===== src/hw/rtl/fasta_nucleotide_filter_top_defines.svh =====
// Assertion macros for the FASTA nucleotide filter.
`ifndef FASTA_NUCLEOTIDE_FILTER_TOP_DEFINES_SVH
`define FASTA_NUCLEOTIDE_FILTER_TOP_DEFINES_SVH

// Implication checked in the same cycle.
`define FNF_ASSERT_NOW(label, clk, rst_n, ante, cons) \
  label: assert property (@(posedge clk) disable iff (!(rst_n)) (ante) |-> (cons)) \
    else $error("fnf assertion failed");

// Implication checked in the cycle after the antecedent.
`define FNF_ASSERT_NEXT(label, clk, rst_n, ante, cons) \
  label: assert property (@(posedge clk) disable iff (!(rst_n)) (ante) |=> (cons)) \
    else $error("fnf assertion failed");

`endif


===== src/hw/rtl/fnf_pkg.sv =====
// Package for the FASTA nucleotide filter: widths, character codes, base decode.
package fnf_pkg;

  localparam int SEQ_INDEX_BITS = 16;
  localparam int POS_BITS       = 32;

  localparam int SEQ_OUT_BITS = 16;
  localparam int POS_OUT_BITS = 32;
  localparam int CNT_BITS     = 32;

  localparam int SEQ_WIDE_BITS = (SEQ_INDEX_BITS > SEQ_OUT_BITS) ? SEQ_INDEX_BITS : SEQ_OUT_BITS;
  localparam int POS_WIDE_BITS = (POS_BITS > POS_OUT_BITS) ? POS_BITS : POS_OUT_BITS;

  localparam logic [7:0] CHAR_LF      = 8'h0A;
  localparam logic [7:0] CHAR_GT      = 8'h3E;
  localparam logic [7:0] CHAR_UPPER_A = 8'h41;
  localparam logic [7:0] CHAR_UPPER_C = 8'h43;
  localparam logic [7:0] CHAR_UPPER_G = 8'h47;
  localparam logic [7:0] CHAR_UPPER_T = 8'h54;
  localparam logic [7:0] CHAR_LOWER_A = 8'h61;
  localparam logic [7:0] CHAR_LOWER_C = 8'h63;
  localparam logic [7:0] CHAR_LOWER_G = 8'h67;
  localparam logic [7:0] CHAR_LOWER_T = 8'h74;

  typedef enum logic [1:0] {
    BASE_A = 2'd0,
    BASE_C = 2'd1,
    BASE_G = 2'd2,
    BASE_T = 2'd3
  } base_code_t;

  typedef struct packed {
    logic       is_base;
    logic       is_upper;
    base_code_t code;
  } base_info_t;

  function automatic base_info_t base_decode(input logic [7:0] c);
    base_info_t info;
    info.is_base  = 1'b1;
    info.is_upper = 1'b1;
    info.code     = BASE_A;
    case (c)
      CHAR_UPPER_A: info.code = BASE_A;
      CHAR_UPPER_C: info.code = BASE_C;
      CHAR_UPPER_G: info.code = BASE_G;
      CHAR_UPPER_T: info.code = BASE_T;
      CHAR_LOWER_A: begin info.code = BASE_A; info.is_upper = 1'b0; end
      CHAR_LOWER_C: begin info.code = BASE_C; info.is_upper = 1'b0; end
      CHAR_LOWER_G: begin info.code = BASE_G; info.is_upper = 1'b0; end
      CHAR_LOWER_T: begin info.code = BASE_T; info.is_upper = 1'b0; end
      default: begin
        info.is_base  = 1'b0;
        info.is_upper = 1'b0;
      end
    endcase
    return info;
  endfunction

endpackage


===== src/hw/rtl/fasta_nucleotide_filter_top.sv =====
// A base request appears on the result port in the cycle after it is accepted.
// Throughput: one text byte per cycle while in_stall is low, set by the per-byte counter update loop.
// The result register decouples the sides; input stalls only while a result is held.
// Reset (rst_n low, synchronous): parser at line start, no header seen, counters zero,
// budget register all ones, result register empty.
// Top level of the FASTA nucleotide filter.
`include "fasta_nucleotide_filter_top_defines.svh"

module fasta_nucleotide_filter_top (
  input  logic                                   clk,
  input  logic                                   rst_n,
  input  logic                                   cfg_wr_en,
  input  logic [fnf_pkg::CNT_BITS-1:0]           cfg_wr_data,
  input  logic                                   in_valid,
  output logic                                   in_stall,
  input  logic [7:0]                             in_char_byte,
  output logic                                   out_valid,
  input  logic                                   out_stall,
  output logic [1:0]                             out_base_code,
  output logic                                   out_is_upper,
  output logic [fnf_pkg::SEQ_OUT_BITS-1:0]       out_seq_number,
  output logic [fnf_pkg::POS_OUT_BITS-1:0]       out_seq_offset,
  output logic                                   out_run_start,
  output logic                                   out_format_error
);
  import fnf_pkg::*;

  logic                      max_total_bases_r;
  logic [CNT_BITS-1:0]       max_bases_r;
  logic                      at_line_start_r, at_line_start_nxt;
  logic                      in_header_r, in_header_nxt;
  logic                      header_seen_r, header_seen_nxt;
  logic                      error_reported_r, error_reported_nxt;
  logic [SEQ_INDEX_BITS-1:0] seq_counter_r, seq_counter_nxt;
  logic [POS_BITS-1:0]       pos_counter_r, pos_counter_nxt;
  logic                      prev_was_base_r, prev_was_base_nxt;
  logic [CNT_BITS-1:0]       emitted_total_r, emitted_total_nxt;

  logic                      out_valid_r, out_valid_nxt;
  logic [1:0]                base_code_r, base_code_nxt;
  logic                      is_upper_r, is_upper_nxt;
  logic [SEQ_OUT_BITS-1:0]   seq_number_r, seq_number_nxt;
  logic [POS_OUT_BITS-1:0]   seq_offset_r, seq_offset_nxt;
  logic                      run_start_r, run_start_nxt;
  logic                      format_error_r, format_error_nxt;

  logic                      accept;
  logic                      emit;
  base_info_t                info;
  logic [SEQ_WIDE_BITS-1:0]  seq_wide;
  logic [POS_WIDE_BITS-1:0]  pos_wide;

  assign in_stall = out_valid_r & out_stall;
  assign accept   = in_valid & ~in_stall;
  assign info     = base_decode(in_char_byte);
  assign seq_wide = SEQ_WIDE_BITS'(seq_counter_r);
  assign pos_wide = POS_WIDE_BITS'(pos_counter_r);

  // Parser state update for one accepted byte
  always_comb begin
    at_line_start_nxt  = at_line_start_r;
    in_header_nxt      = in_header_r;
    header_seen_nxt    = header_seen_r;
    error_reported_nxt = error_reported_r;
    seq_counter_nxt    = seq_counter_r;
    pos_counter_nxt    = pos_counter_r;
    prev_was_base_nxt  = prev_was_base_r;
    emitted_total_nxt  = emitted_total_r;
    emit               = 1'b0;
    base_code_nxt      = 2'd0;
    is_upper_nxt       = 1'b0;
    seq_number_nxt     = '0;
    seq_offset_nxt     = '0;
    run_start_nxt      = 1'b0;
    format_error_nxt   = 1'b0;
    if (accept) begin
      if (in_char_byte == CHAR_LF) begin
        at_line_start_nxt = 1'b1;
        in_header_nxt     = 1'b0;
      end else if (at_line_start_r && in_char_byte == CHAR_GT) begin
        at_line_start_nxt = 1'b0;
        in_header_nxt     = 1'b1;
        header_seen_nxt   = 1'b1;
        if (!header_seen_r) begin
          seq_counter_nxt = '0;
        end else if (seq_counter_r != '1) begin
          seq_counter_nxt = seq_counter_r + 1'b1;
        end
        pos_counter_nxt   = '0;
        prev_was_base_nxt = 1'b0;
      end else begin
        at_line_start_nxt = 1'b0;
        if (in_header_r) begin
          // rest of header line ignored
        end else if (!header_seen_r) begin
          if (!error_reported_r) begin
            error_reported_nxt = 1'b1;
            emit               = 1'b1;
            format_error_nxt   = 1'b1;
          end
        end else begin
          if (info.is_base) begin
            if (emitted_total_r < max_bases_r) begin
              emit              = 1'b1;
              emitted_total_nxt = emitted_total_r + 1'b1;
              base_code_nxt     = info.code;
              is_upper_nxt      = info.is_upper;
              seq_number_nxt    = (seq_wide > SEQ_WIDE_BITS'({SEQ_OUT_BITS{1'b1}})) ?
                                  '1 : seq_wide[SEQ_OUT_BITS-1:0];
              seq_offset_nxt    = (pos_wide > POS_WIDE_BITS'({POS_OUT_BITS{1'b1}})) ?
                                  '1 : pos_wide[POS_OUT_BITS-1:0];
              run_start_nxt     = ~prev_was_base_r;
            end
            prev_was_base_nxt = 1'b1;
          end else begin
            prev_was_base_nxt = 1'b0;
          end
          if (pos_counter_r != '1) begin
            pos_counter_nxt = pos_counter_r + 1'b1;
          end
        end
      end
    end
    out_valid_nxt = emit | (out_valid_r & out_stall);
  end

  always_ff @(posedge clk) begin
    if (!rst_n) begin
      max_total_bases_r <= 1'b0;
      max_bases_r       <= '1;
      at_line_start_r   <= 1'b1;
      in_header_r       <= 1'b0;
      header_seen_r     <= 1'b0;
      error_reported_r  <= 1'b0;
      seq_counter_r     <= '0;
      pos_counter_r     <= '0;
      prev_was_base_r   <= 1'b0;
      emitted_total_r   <= '0;
      out_valid_r       <= 1'b0;
    end else begin
      max_total_bases_r <= max_total_bases_r | cfg_wr_en;
      if (cfg_wr_en) begin
        max_bases_r <= cfg_wr_data;
      end
      at_line_start_r  <= at_line_start_nxt;
      in_header_r      <= in_header_nxt;
      header_seen_r    <= header_seen_nxt;
      error_reported_r <= error_reported_nxt;
      seq_counter_r    <= seq_counter_nxt;
      pos_counter_r    <= pos_counter_nxt;
      prev_was_base_r  <= prev_was_base_nxt;
      emitted_total_r  <= emitted_total_nxt;
      out_valid_r      <= out_valid_nxt;
    end
  end

  // Result payload, loaded only with a new request
  always_ff @(posedge clk) begin
    if (emit) begin
      base_code_r    <= base_code_nxt;
      is_upper_r     <= is_upper_nxt;
      seq_number_r   <= seq_number_nxt;
      seq_offset_r   <= seq_offset_nxt;
      run_start_r    <= run_start_nxt;
      format_error_r <= format_error_nxt;
    end
  end

  assign out_valid        = out_valid_r;
  assign out_base_code    = base_code_r;
  assign out_is_upper     = is_upper_r;
  assign out_seq_number   = seq_number_r;
  assign out_seq_offset   = seq_offset_r;
  assign out_run_start    = run_start_r;
  assign out_format_error = format_error_r;

  `FNF_ASSERT_NOW(a_stall_only_when_full, clk, rst_n, in_stall, out_valid_r)
  `FNF_ASSERT_NOW(a_err_flag_set, clk, rst_n, out_valid_r && format_error_r, error_reported_r)
  `FNF_ASSERT_NOW(a_base_after_header, clk, rst_n, out_valid_r && !format_error_r,
                  header_seen_r)
  `FNF_ASSERT_NEXT(a_lf_to_line_start, clk, rst_n, accept && in_char_byte == CHAR_LF,
                   at_line_start_r && !in_header_r)
  `FNF_ASSERT_NEXT(a_cfg_known, clk, rst_n, cfg_wr_en, max_total_bases_r)

endmodule


===== config.mk =====
export PLATFORM = sky130hd
export DESIGN_NAME = fasta_nucleotide_filter_top
export DESIGN_NICKNAME = d
export VERILOG_FILES = /design/src/hw/rtl/fnf_pkg.sv /design/src/hw/rtl/fasta_nucleotide_filter_top.sv
export VERILOG_INCLUDE_DIRS = /design/src /design/src/hw/rtl
export SDC_FILE = /design/constraint.sdc
export NUM_CORES = 1
export LEC_CHECK = 0
export BUFFER_PORTS_ARGS = -buffer_cell sky130_fd_sc_hd__buf_2
export CAP_MARGIN = 40
export CORE_ASPECT_RATIO = 0.6
export CORE_MARGIN = 3
export CORE_UTILIZATION = 58
export CTS_CLUSTER_DIAMETER = 80
export DETAILED_ROUTE_END_ITERATION = 6
export HOLD_SLACK_MARGIN = 0.12
export PLACE_DENSITY = 0.8
export SLEW_MARGIN = 20
export SYNTH_ARGS = -nofsm -noshare
export SYNTH_HDL_FRONTEND = slang
export SYNTH_SLANG_ARGS = --single-unit

===== constraint.sdc =====
create_clock -name clk -period 4 [get_ports clk]
set_clock_uncertainty 0.2 [all_clocks]
set_input_delay 0.4 -clock clk [delete_from_list [all_inputs] [get_ports clk]]
set_output_delay 0.4 -clock clk [all_outputs]
set_load 0.02 [all_outputs]

==> metrics.md <==
| Metric | Value |
|---|---|
| Status | `complete, no violations` |
| TritonCTS clock tree | `built` |
| Slowest CP cell | `nor4_1` |
| Period Utilization, post-route | `88.5%` |
| Ports | `100` |
| Slew @ Worst Pin | `819 ps` |
| Top cells by area, synth | `dfxtp_1, edfxtp_1, ha_1, and2_1, a21oi_1` |
| Initial antenna violation count | `0` |
| Die footprint | `15,200 µm²` |
| Met1 usage | `37.3%` |
| Layout cells sized above 1 | `15.5%` |
| Port Buffers | `99` |
| Req. time, crit path | `3910 ps` |
| Post-CTS Hold Fix Bufs | `34` |
| Slew headroom | `44.6%` |
| GRT Max-Usage Layer | `met2` |
| Final Hold Fails | `0` |
| Most common library cell in the layout ignoring fill and taps | `dfxtp_1` |
| Design area | `9630 µm²` |
| Gpl congestion | `0.854` |
| Most frequent cells in the layout | `dfxtp_1, buf_2, nand2_1` |
| Family with the most delay on the worst path | `simple AND/OR/NAND/NOR gates` |
| Reg clk slew, reported paths | `70 ps` |
| Post-DR wirelength/cell | `16.3 µm` |
| Sequential share of the synthesized area | `49.8%` |
| Vias post-DR | `6,678` |
| Sink Count | `171` |
| Worst vdd ir | `290 µV` |
| DRT Wirelength | `18,700 µm` |
| # setup viols final | `0` |
| Syn Nets | `912` |
| DRT antenna net count | `0` |
| Grt ovf | `0` |
| Area Growth Syn to Fin | `21.2%` |
| Core Area | `13,100 µm²` |
| # diodes | `0` |
| RSZ-0062 raised after global routing | `no` |
| Grt met3 use | `4.07%` |
| Top FF cell, synth | `dfxtp_1` |
| Critical path class | `reg2reg` |
| Slew Limit Fails | `0` |
| P per Cell Area | `406 nW/µm²` |
| Synth Area per Inst | `9.53 µm²` |
| Endpoint class of the critical path | `flop` |
| Chip height | `96.6 µm` |
| #FFs+latches synth | `171` |
| Synth area leader | `dfxtp_1` |
| Area post-placement | `8640 µm²` |
| Initial DRC Count | `598` |
| Post-synth EDFFs | `53` |
| Nets | `1,043` |
| Max-Cap Viols | `0` |
| Root buf cell | `clkbuf_16` |
| Row count | `32` |
| Vias in the first global route | `6,369` |
| Top cell type's share of synthesized area | `29.8%` |
| Avg Vias per Cell | `5.82` |
| Mapped Cells | `833` |
| First-pass GRT wire length | `31,400 µm` |
| Total track usage | `25.3%` |
| Hold WS | `190 ps` |
| Clock latency on the worst-skew pair | `430 ps` |
| Yosys cell types | `54` |
| Nature of the critical path startpoint | `flop` |
| Die Span X | `157 µm` |
| Total power | `3.91 mW` |
| Leakage | `3.84 nW` |
| Largest net degree at the start of global routing | `54` |
| WP buf/inv | `2` |
| CP max stage delay | `450 ps` |
| PostCTS Resize Cnt | `0` |
| Fmax | `282 MHz` |
| Post-Syn Area | `7940 µm²` |
| Crit-path max FO | `39` |
| Setup TNS | `0 ps` |
| Period minus WS final | `3540 ps` |
| CTS Buf Count | `17` |
| Max clock buf depth | `2` |
| Synth async-reset ratio | `0%` |
| Hold WC Path Type | `in2reg` |
| TritonRoute pass-1 iters | `5` |
| CP arrival | `3450 ps` |
| CP cell instances | `ha_1 -> a211oi_1 -> nor2_1 -> or3_1 -> nor4_1 -> inv_1 -> a311oi_4 -> or2_2 -> buf_12` |
| Finished Core Util | `73.5%` |
| H-tree depth | `4` |
| Yosys warns | `0` |
| GR met2 Demand/Resource | `37.8%` |
| # DRC | `0` |
| Initial Util | `60.6%` |
| Dpl hpwl | `11,900 µm` |
| Postcts setup bufs | `0` |
## registers in the layout (all words and copies together) (netlist names)
name and cells:
error_reported_r 1, pos_counter_r 32, header_seen_r 1, out_format_error 1, out_base_code 2, emitted_total_r 32, seq_counter_r 16, out_seq_number 16
in_header_r 1, out_is_upper 1, prev_was_base_r 1, max_bases_r 32, out_seq_offset 32, out_run_start 1, at_line_start_r 1, out_valid 1
## area by class of cell
type	count	area (µm²)
Clock inverter	14	213
Tap cell	170	213
Clock buffer	18	429
Timing Repair Buffer	145	948
Inverter	50	188
Fill cell	902	3470
Sequential cell	171	3950
Multi-Input combinational cell	579	3680
## cell families after synthesis
group / synth area share, %
buf+inv: 3.97
compound gates: 14.4
xor+xnor: 2.98
fa+ha+maj: 5.36
simple gates: 22.8
mux: 0.756
flops: 49.8
## per-layer routing
| layer | part of all wire (%) | vias to the layer above |
|---|---|---|
| li1 | - | 3295 |
| met1 | 47 | 3140 |
| met2 | 45 | 208 |
| met3 | 5.9 | 35 |
| met4 | 1.8 | 0 |
| met5 | 0 | - |
## Yosys cell counts, types with 15 or more instances
master,number
dfxtp_1,118
nand2_1,70
a21oi_1,56
edfxtp_1,53
and2_1,52
nor2_1,51
inv_1,49
o21ai_0,43
or3_1,38
ha_1,34
o211ai_1,33
nand3_1,29
clkbuf_1,25
nand4_1,25
or4_1,16
o31ai_1,15
## worst paths after layout
kind                                                  startpoint                              end  slack, ps  cells after the start
worst max-delay path            emitted_total_r[29]$_SDFFE_PN0P_  out_seq_offset[9]$_SDFFCE_PP0P_        460                      9
worst min-delay path                             in_char_byte[2]   out_base_code[1]$_SDFFCE_PP0P_        190                      2
worst max register to register  emitted_total_r[29]$_SDFFE_PN0P_  out_seq_offset[9]$_SDFFCE_PP0P_        460                      9
worst min register to register      max_bases_r[18]$_SDFFE_PN1P_     max_bases_r[18]$_SDFFE_PN1P_        290                      2
## stage by stage
step	setup slack [ps]	std cells
finish	460	1147
detailed placement	488	1081
global placement	633	1079
floorplan	504	833
global route	176	1147
CTS	473	1147
## power by group
| group | leakage (nW) | internal (mW) | switching (mW) |
|---|---|---|---|
| registers | 1.48 | 1.84 | 0.0161 |
| logic | 2.05 | 0.0977 | 0.161 |
| clock network | 0.304 | 1.06 | 0.731 |
## worst reg2reg max path: cells and delay by family (launching register included)
family / cells / cell delay (ps)
compound gates: 2 / 610
fa+ha+maj: 1 / 280
buf+inv: 2 / 440
flops: 1 / 400
simple gates: 4 / 1280
No activity file was read; power rests on OpenSTA's default activity.
